`src/rtl/rcta_pkg.sv`:
```
package rcta_pkg;

    localparam int RCTA_COUNT_WIDTH = 16;

    localparam int RCTA_REG_W  = 16;
    localparam int RCTA_SUM_W  = 32;
    localparam int RCTA_AVG_W  = 24;
    localparam int RCTA_FRAC_W = 8;

    localparam int RCTA_DVD_W  = RCTA_SUM_W + RCTA_FRAC_W;
    localparam int RCTA_DVS_W  = RCTA_REG_W + 1;
    localparam int RCTA_STEP_W = $clog2(RCTA_DVD_W);

    localparam logic [RCTA_AVG_W-1:0] RCTA_AVG_MAX = 24'hFFFF00;

    localparam logic [RCTA_REG_W-1:0] RCTA_RST_SAMPLES   = 16'd10;
    localparam logic [RCTA_REG_W-1:0] RCTA_RST_TIMEOUT   = 16'd60000;
    localparam logic [RCTA_REG_W-1:0] RCTA_RST_DISCHARGE = 16'd1000;

endpackage

```
`src/rtl/rcta_div.sv`:
```
module rcta_div
    import rcta_pkg::*;
(
    input  logic                  i_clk,
    input  logic                  i_rst_n,
    input  logic                  i_start,
    input  logic [RCTA_DVD_W-1:0] i_dividend,
    input  logic [RCTA_DVS_W-1:0] i_divisor,
    output logic                  o_busy,
    output logic [RCTA_DVD_W-1:0] o_quotient
);

    logic                   r_busy;
    logic [RCTA_STEP_W-1:0] r_step;
    logic [RCTA_DVS_W-1:0]  r_rem;
    logic [RCTA_DVS_W-1:0]  r_dvs;
    logic [RCTA_DVD_W-1:0]  r_quo;

    logic [RCTA_DVS_W:0]    w_trial;
    logic [RCTA_DVS_W:0]    w_diff;
    logic                   w_qbit;

    // one restoring step per cycle, dividend shifts out as quotient shifts in
    assign w_trial = {r_rem, r_quo[RCTA_DVD_W-1]};
    assign w_diff  = w_trial - {1'b0, r_dvs};
    assign w_qbit  = ~w_diff[RCTA_DVS_W];

    always_ff @(posedge i_clk) begin
        if (!i_rst_n) begin
            r_busy <= 1'b0;
            r_step <= '0;
        end else if (i_start) begin
            r_busy <= 1'b1;
            r_step <= RCTA_STEP_W'(RCTA_DVD_W - 1);
        end else if (r_busy) begin
            if (r_step == '0) begin
                r_busy <= 1'b0;
            end
            r_step <= r_step - 1'b1;
        end
    end

    always_ff @(posedge i_clk) begin
        if (i_start) begin
            r_rem <= '0;
            r_dvs <= i_divisor;
            r_quo <= i_dividend;
        end else if (r_busy) begin
            r_rem <= w_qbit ? w_diff[RCTA_DVS_W-1:0] : w_trial[RCTA_DVS_W-1:0];
            r_quo <= {r_quo[RCTA_DVD_W-2:0], w_qbit};
        end
    end

    assign o_busy     = r_busy;
    assign o_quotient = r_quo;

endmodule

```
`src/rtl/rc_charge_time_averager_unit.sv`:
```
// channel  | dir | handshake              | payload
// s (tick) | in  | i_s_tvalid/o_s_tready  | i_s_tdata: start_req, sense_high
// m (res)  | out | o_m_tvalid/i_m_tready  | o_m_tdata: drives, busy, done, average_q8
// cfg      | in  | i_cfg_valid/o_cfg_ready| i_cfg_index, i_cfg_data
//
// Back-to-back ticks are taken while the output register drains. The tick that
// ends a burst starts 40 serial restoring divider steps, one per cycle, over
// the 40-bit dividend; the quotient is then loaded into the result register
// once the output is free, and only after that is the next tick accepted.
// Synchronous active-low reset; no clearing pass. A stalled output holds the
// input side off until the result register is free.
module rc_charge_time_averager_unit
    import rcta_pkg::*;
#(
    parameter int COUNT_WIDTH = RCTA_COUNT_WIDTH
) (
    input  logic        i_clk,
    input  logic        i_rst_n,
    input  logic        i_s_tvalid,
    output logic        o_s_tready,
    input  logic [7:0]  i_s_tdata,   // [0] start_req, [1] sense_high
    output logic        o_m_tvalid,
    input  logic        i_m_tready,
    output logic [31:0] o_m_tdata,   // [0] discharge_drive, [1] charge_drive,
                                     // [2] busy_res, [3] done_res, [27:4] average_q8
    input  logic        i_cfg_valid,
    output logic        o_cfg_ready,
    input  logic [1:0]  i_cfg_index,
    input  logic [15:0] i_cfg_data
);

    localparam logic [1:0] PH_IDLE      = 2'd0;
    localparam logic [1:0] PH_DISCHARGE = 2'd1;
    localparam logic [1:0] PH_CHARGE    = 2'd2;

    localparam logic SQ_RUN = 1'b0;
    localparam logic SQ_DIV = 1'b1;

    localparam logic [1:0] CFG_SAMPLES   = 2'd0;
    localparam logic [1:0] CFG_TIMEOUT   = 2'd1;
    localparam logic [1:0] CFG_DISCHARGE = 2'd2;

    logic [RCTA_REG_W-1:0]  r_sample_count;
    logic [RCTA_REG_W-1:0]  r_timeout;
    logic [RCTA_REG_W-1:0]  r_discharge;

    logic [1:0]             r_phase, n_phase;
    logic [COUNT_WIDTH-1:0] r_tick, n_tick;
    logic [RCTA_REG_W-1:0]  r_samples, n_samples;
    logic [RCTA_SUM_W-1:0]  r_sum, n_sum;
    logic [RCTA_AVG_W-1:0]  r_avg_hold;
    logic                   r_seq;

    logic                   r_out_valid;
    logic [3:0]             r_out_flags;
    logic [RCTA_AVG_W-1:0]  r_out_avg;

    logic                   w_accept;
    logic                   w_out_free;
    logic                   w_start, w_sense;
    logic [32:0]            w_tick_ext;
    logic                   w_tick_max;
    logic                   w_finish;
    logic [RCTA_SUM_W-1:0]  w_value;
    logic [RCTA_REG_W-1:0]  w_samples_inc;
    logic                   w_burst_end;
    logic [3:0]             w_flags;
    logic                   w_div_busy;
    logic [RCTA_DVD_W-1:0]  w_quo;
    logic [RCTA_AVG_W-1:0]  w_avg_sat;
    logic                   w_div_load;

    assign w_start    = i_s_tdata[0];
    assign w_sense    = i_s_tdata[1];
    assign w_out_free = !r_out_valid || i_m_tready;
    assign o_s_tready = (r_seq == SQ_RUN) && w_out_free;
    assign w_accept   = i_s_tvalid && o_s_tready;
    assign o_cfg_ready = 1'b1;

    assign w_tick_ext    = 33'(r_tick);
    assign w_tick_max    = &r_tick;
    assign w_samples_inc = r_samples + 1'b1;

    always_comb begin
        n_phase     = r_phase;
        n_tick      = r_tick;
        n_samples   = r_samples;
        n_sum       = r_sum;
        w_finish    = 1'b0;
        w_value     = '0;
        w_burst_end = 1'b0;
        w_flags     = 4'b0000;
        unique case (r_phase)
            PH_DISCHARGE: begin
                w_flags = 4'b0101;
                if ((w_tick_ext + 33'd1 >= 33'(r_discharge)) || w_tick_max) begin
                    n_tick  = '0;
                    n_phase = PH_CHARGE;
                end else begin
                    n_tick = r_tick + 1'b1;
                end
            end
            PH_CHARGE: begin
                w_flags = 4'b0110;
                if (w_sense) begin
                    w_finish = 1'b1;
                    w_value  = RCTA_SUM_W'(r_tick);
                end else if ((w_tick_ext > 33'(r_timeout)) || w_tick_max) begin
                    w_finish = 1'b1;
                    w_value  = RCTA_SUM_W'(r_timeout);
                end else begin
                    n_tick = r_tick + 1'b1;
                end
            end
            default: begin
                n_phase = PH_IDLE;
                if (w_start) begin
                    n_sum     = '0;
                    n_samples = '0;
                    n_tick    = '0;
                    n_phase   = PH_DISCHARGE;
                end
            end
        endcase
        if (w_finish) begin
            n_sum     = r_sum + w_value;
            n_samples = w_samples_inc;
            n_tick    = '0;
            if ((w_samples_inc == '0) || (w_samples_inc >= r_sample_count)) begin
                w_burst_end = 1'b1;
                n_phase     = PH_IDLE;
            end else begin
                n_phase = PH_DISCHARGE;
            end
        end
    end

    rcta_div u_div (
        .i_clk      (i_clk),
        .i_rst_n    (i_rst_n),
        .i_start    (w_accept && w_burst_end),
        .i_dividend ({n_sum, {RCTA_FRAC_W{1'b0}}}),
        .i_divisor  ({(w_samples_inc == '0), w_samples_inc}),
        .o_busy     (w_div_busy),
        .o_quotient (w_quo)
    );

    assign w_avg_sat = ((w_quo[RCTA_DVD_W-1:RCTA_AVG_W] != '0) ||
                        (w_quo[RCTA_AVG_W-1:0] > RCTA_AVG_MAX))
                       ? RCTA_AVG_MAX : w_quo[RCTA_AVG_W-1:0];
    assign w_div_load = (r_seq == SQ_DIV) && !w_div_busy && w_out_free;

    always_ff @(posedge i_clk) begin
        if (!i_rst_n) begin
            r_sample_count <= RCTA_RST_SAMPLES;
            r_timeout      <= RCTA_RST_TIMEOUT;
            r_discharge    <= RCTA_RST_DISCHARGE;
        end else if (i_cfg_valid) begin
            unique case (i_cfg_index)
                CFG_SAMPLES:   r_sample_count <= i_cfg_data;
                CFG_TIMEOUT:   r_timeout      <= i_cfg_data;
                CFG_DISCHARGE: r_discharge    <= i_cfg_data;
                default: ;
            endcase
        end
    end

    always_ff @(posedge i_clk) begin
        if (!i_rst_n) begin
            r_phase   <= PH_IDLE;
            r_tick    <= '0;
            r_samples <= '0;
            r_sum     <= '0;
        end else if (w_accept) begin
            r_phase   <= n_phase;
            r_tick    <= n_tick;
            r_samples <= n_samples;
            r_sum     <= n_sum;
        end
    end

    always_ff @(posedge i_clk) begin
        if (!i_rst_n) begin
            r_seq       <= SQ_RUN;
            r_out_valid <= 1'b0;
            r_avg_hold  <= '0;
        end else begin
            if (w_accept && w_burst_end) begin
                r_seq <= SQ_DIV;
            end else if (w_div_load) begin
                r_seq      <= SQ_RUN;
                r_avg_hold <= w_avg_sat;
            end
            if ((w_accept && !w_burst_end) || w_div_load) begin
                r_out_valid <= 1'b1;
            end else if (i_m_tready) begin
                r_out_valid <= 1'b0;
            end
        end
    end

    always_ff @(posedge i_clk) begin
        if (w_accept && !w_burst_end) begin
            r_out_flags <= w_flags;
            r_out_avg   <= r_avg_hold;
        end else if (w_div_load) begin
            r_out_flags <= 4'b1110;
            r_out_avg   <= w_avg_sat;
        end
    end

    assign o_m_tvalid = r_out_valid;
    assign o_m_tdata  = {4'b0000, r_out_avg, r_out_flags};

endmodule

```
`config.mk`:
```
export PLATFORM = sky130hd
export DESIGN_NAME = rc_charge_time_averager_unit
export DESIGN_NICKNAME = d
export VERILOG_FILES = /design/src/rtl/rcta_pkg.sv /design/src/rtl/rcta_div.sv /design/src/rtl/rc_charge_time_averager_unit.sv
export SDC_FILE = /design/constraint.sdc
export NUM_CORES = 1
export LEC_CHECK = 0
export BUFFER_PORTS_ARGS = -buffer_cell sky130_fd_sc_hd__buf_2
export CAP_MARGIN = 20
export CORE_MARGIN = 8
export CORE_UTILIZATION = 40
export CTS_CLUSTER_DIAMETER = 40
export DETAILED_ROUTE_END_ITERATION = 6
export GPL_ROUTABILITY_DRIVEN = 0
export PLACE_DENSITY = 0.63
export SLEW_MARGIN = 20
export SYNTH_ARGS = -nofsm -noshare
export SYNTH_HDL_FRONTEND = slang
export SYNTH_SLANG_ARGS = --single-unit
```
`constraint.sdc`:
```
create_clock -name i_clk -period 4.9 [get_ports i_clk]
set_input_delay 1.225 -clock i_clk [delete_from_list [all_inputs] [get_ports i_clk]]
set_output_delay 1.225 -clock i_clk [all_outputs]
set_load 0.01 [all_outputs]
```
==> flow_metrics.py <==
metrics = {
    "finish": {
        "finalNetCount": 1824,
        "area_growth_pct": 18.5,
        "final_core_util_pct": 48.2,
        "insertedDiodeCount": 0,
        "drive_above_1_share_pct": 14.5,
    },
    "worst_setup_path": {
        "crit_arrival_ns": 5.03,
        "worst-r2r-cell-count": 24,
        "cp_max_fo": 4,
        "crit_slowest_cell": "or4_4",
        "path_cells": "inv_1 -> ha_1 -> a21o_1 -> a21o_1 -> a2111oi_2 -> or4_4 -> nand3_2 -> a21oi_2 -> or3b_4 -> a21oi_2 -> ha_2 -> inv_1 -> fa_2 -> nor2b_2 -> o21a_1 -> o21ai_1 -> a211oi_2 -> buf_4 -> nand4_1 -> nand3_2 -> buf_6 -> nand4_1 -> xnor2_2 -> o21ai_0",
        "max_stage_delay_ns": 0.50,
        "rr_endpoint": "u_div.o_quotient[34]",
        "critical_path_required_ns": 5.21,
        "rrSetupSlack_ns": 0.19,
        "critical_path_class": "reg2reg",
        "startpoint_type": "flop",
        "end_kind": "flop",
        "r2r_start": "r_timeout[5]",
    },
    "synthesis": {
        "ys_warn_count": 0,
        "yosys_register_bits": 249,
        "synth_cells": 1638,
        "synth-async-reset-ratio_pct": 0,
        "ys_top_cells_by_count": "nand2_1, dfxtp_1, nor2_1",
        "synth_top_area_cell": "dfxtp_1",
        "synth_area_leaders": "dfxtp_1, edfxtp_1, ha_1",
        "ys_seq_area_share_pct": 40.9,
        "ys_types": 76,
        "synth_area_per_cell_um2": 8.58,
        "synth-edff-count": 77,
        "netlist_area_um2": 14100,
        "synth_top_area_share_pct": 24.5,
        "synth.most_common_cell": "nand2_1",
        "ys.flop_type": "dfxtp_1",
    },
    "power_and_ir_drop": {
        "power.density_nw_per_um2": 350,
        "p_total_mw": 5.83,
        "switching_share_pct": 24.9,
        "seqPwrFrac_pct": 38.0,
        "p_leak_nw": 6.76,
        "pwr-share-clk_pct": 53.7,
        "comb_power_share_pct": 8.3,
        "p_switching_mw": 1.45,
        "intPower_mw": 4.38,
        "ir_drop_uv": 298,
    },
    "place": {
        "dp_hpwl_um": 25700,
        "portBuffers": 54,
    },
    "drt": {
        "vias": 12000,
        "drtIter0Drc": 703,
        "via_per_inst": 5.47,
        "post_drt_wl_per_cell_um": 16.7,
        "wl_um": 36500,
        "drc": 0,
        "drtPass1Iterations": 5,
        "ant_nets": 0,
    },
    "timing": {
        "worst_pin_slew_ns": 1.09,
        "fin_crit_sh_pct": 96.2,
        "slew_headroom_pct": 27.0,
        "slew_violations": 0,
        "setup_violations": 0,
        "finalHoldViolCount": 0,
        "max_freq_mhz": 212,
        "fin_skew_ns": 0.0290,
        "min_period_ns": 4.71,
    },
    "hold_path": {
        "hold_class": "reg2reg",
        "hold_depth": 2,
        "hold_path_startpoint": "r_sample_count[10]",
        "holdPathEnd": "r_sample_count[10]",
    },
    "status": {
        "status": "finished clean",
    },
    "die": {
        "start_util_pct": 40.7,
        "rows": 68,
        "fp.dieH_um": 203,
        "core_area_um2": 34500,
        "die-area_um2": 41400,
        "io_pins": 66,
        "die-width_um": 203,
    },
    "run": {
        "drv_cap": 0,
    },
    "clock_network": {
        "clock_path_buffers": 3,
        "postCtsHoldBufs": 0,
        "cts_root_buf": "clkbuf_16",
        "cts_tree": "done",
        "cts_num_sinks": 249,
        "cts_inserted_buffers": 41,
        "clkLatencyLatePin_ns": 0.57,
        "clk_pin_slew_worst_paths_ns": 0.06,
        "cts-htree-levels": 2,
    },
    "global_route": {
        "grt_pass1_vias": 11300,
        "grt_util_all_layers_pct": 17.2,
        "grt_pass1_wl_um": 58300,
        "grt-ovfl-total": 0,
        "antenna_found_initial": 0,
        "grt_max_degree": 76,
    },
}
-- power groups by stage --
| stage | Clock, mW | Sequential [mW] | Combinational [mW] |
|---|---|---|---|
| after floorplan | 0 | 2.25 | 0.328 |
| after global placement | 0 | 2.25 | 0.472 |
| after detailed placement | 0 | 2.26 | 0.481 |
| after CTS | 3.19 | 2.21 | 0.483 |
| after global routing | 3.29 | 2.22 | 0.538 |
| final | 3.13 | 2.21 | 0.487 |
-- area by class of cell --
type                            count  area, µm²
Fill cell                        3347      17900
Clock inverter                     31        453
Multi-Input combinational cell   1192       7650
Tap cell                          455        569
Inverter                          100        375
Clock buffer                       45       1060
Sequential cell                   249       5760
Timing Repair Buffer              119        785
-- cells in the final DEF, fill, tap and decap left out, drive strengths merged, types with 76 or more instances in the layout --
cell type	count
edfxtp	77
ha	88
o21ai	87
inv	103
nor2	159
buf	119
dfxtp	172
a21oi	116
nand3	76
nand2	195
-- worst max path at each step --
stage	start	end	slack, ns	cells after the start
6_report	r_timeout[5]	u_div.o_quotient[34]	0.19	24
5_1_grt	r_timeout[5]	u_div.o_quotient[34]	-0.02	24
4_1_cts	r_timeout[13]	u_div.o_quotient[32]	0.02	21
3_5_place_dp	r_timeout[14]	u_div.o_quotient[32]	-0.08	22
3_3_place_gp	r_timeout[5]	u_div.o_quotient[32]	-0.03	23
2_1_floorplan	i_s_tdata[1]	u_div.o_quotient[32]	0.08	17
-- stage by stage --
step	hold slack, ns	worst slack, ns	instance area (µm²)	std cells	setup TNS, ns
after floorplan	0.436	0.0754	14100	1641	0
after global placement	0.442	-0.0319	15000	2113	-0.0319
after detailed placement	0.448	-0.0830	15000	2114	-0.137
after CTS	0.455	0.0239	16500	2190	0
after global routing	0.471	-0.0249	16700	2191	-0.0405
final	0.452	0.186	16700	2191	0
-- what timing repair did --
action | in CTS | in global routing
buffers inserted | 0 | 1
pin swaps | 1 | 15
gates resized for setup | 3 | 31
endpoints found under the setup margin | 5 | 35
-- layer usage --
metal / part of all wire (%) / track usage, % / vias to the layer above / routed length (µm)
met4: 2.4 / 6.22 / 0 / 866
met1: 47 / 23.3 / 5598 / 17200
met3: 6.1 / 2.98 / 63 / 2230
met2: 45 / 27.1 / 355 / 16200
li1: - / - / 5958 / -
met5: 0 / 0 / - / 0
-- flip-flops by register name (all words and copies together), names as in the netlist, 2 cells and up --
signal            flops
r_tick               16
u_div.r_step          6
r_out_avg            24
u_div.r_rem          17
r_timeout            16
r_phase               2
r_sum                32
r_out_flags           4
r_samples            16
r_sample_count       16
r_discharge          16
u_div.o_quotient     40
u_div.r_dvs          17
r_avg_hold           24
-- critical path: cells and delay by family, from the launching register on --
kind	cells	cell delay [ns]
AO/OA/AOI/OAI	9	1.06
XOR/XNOR	1	0.26
adder cells (fa/ha/maj)	3	0.82
buffers and inverters	4	0.36
flip-flops	1	0.32
AND/OR/NAND/NOR	7	1.66
-- cells by family (layout without fill, tap and decap cells) --
| kind of cell | after synthesis | in the layout | synth area share (%) |
|---|---|---|---|
| simple gates | 585 | 585 | 19.3 |
| compound gates | 397 | 397 | 18.3 |
| flops | 249 | 249 | 40.9 |
| buf+inv | 200 | 295 | 5.77 |
| fa+ha+maj | 90 | 90 | 8.12 |
| xor+xnor | 73 | 73 | 4.55 |
| mux | 42 | 42 | 3.03 |
| other cells | 2 | 5 | 0.0534 |
No activity file was read; power rests on OpenSTA's default activity.
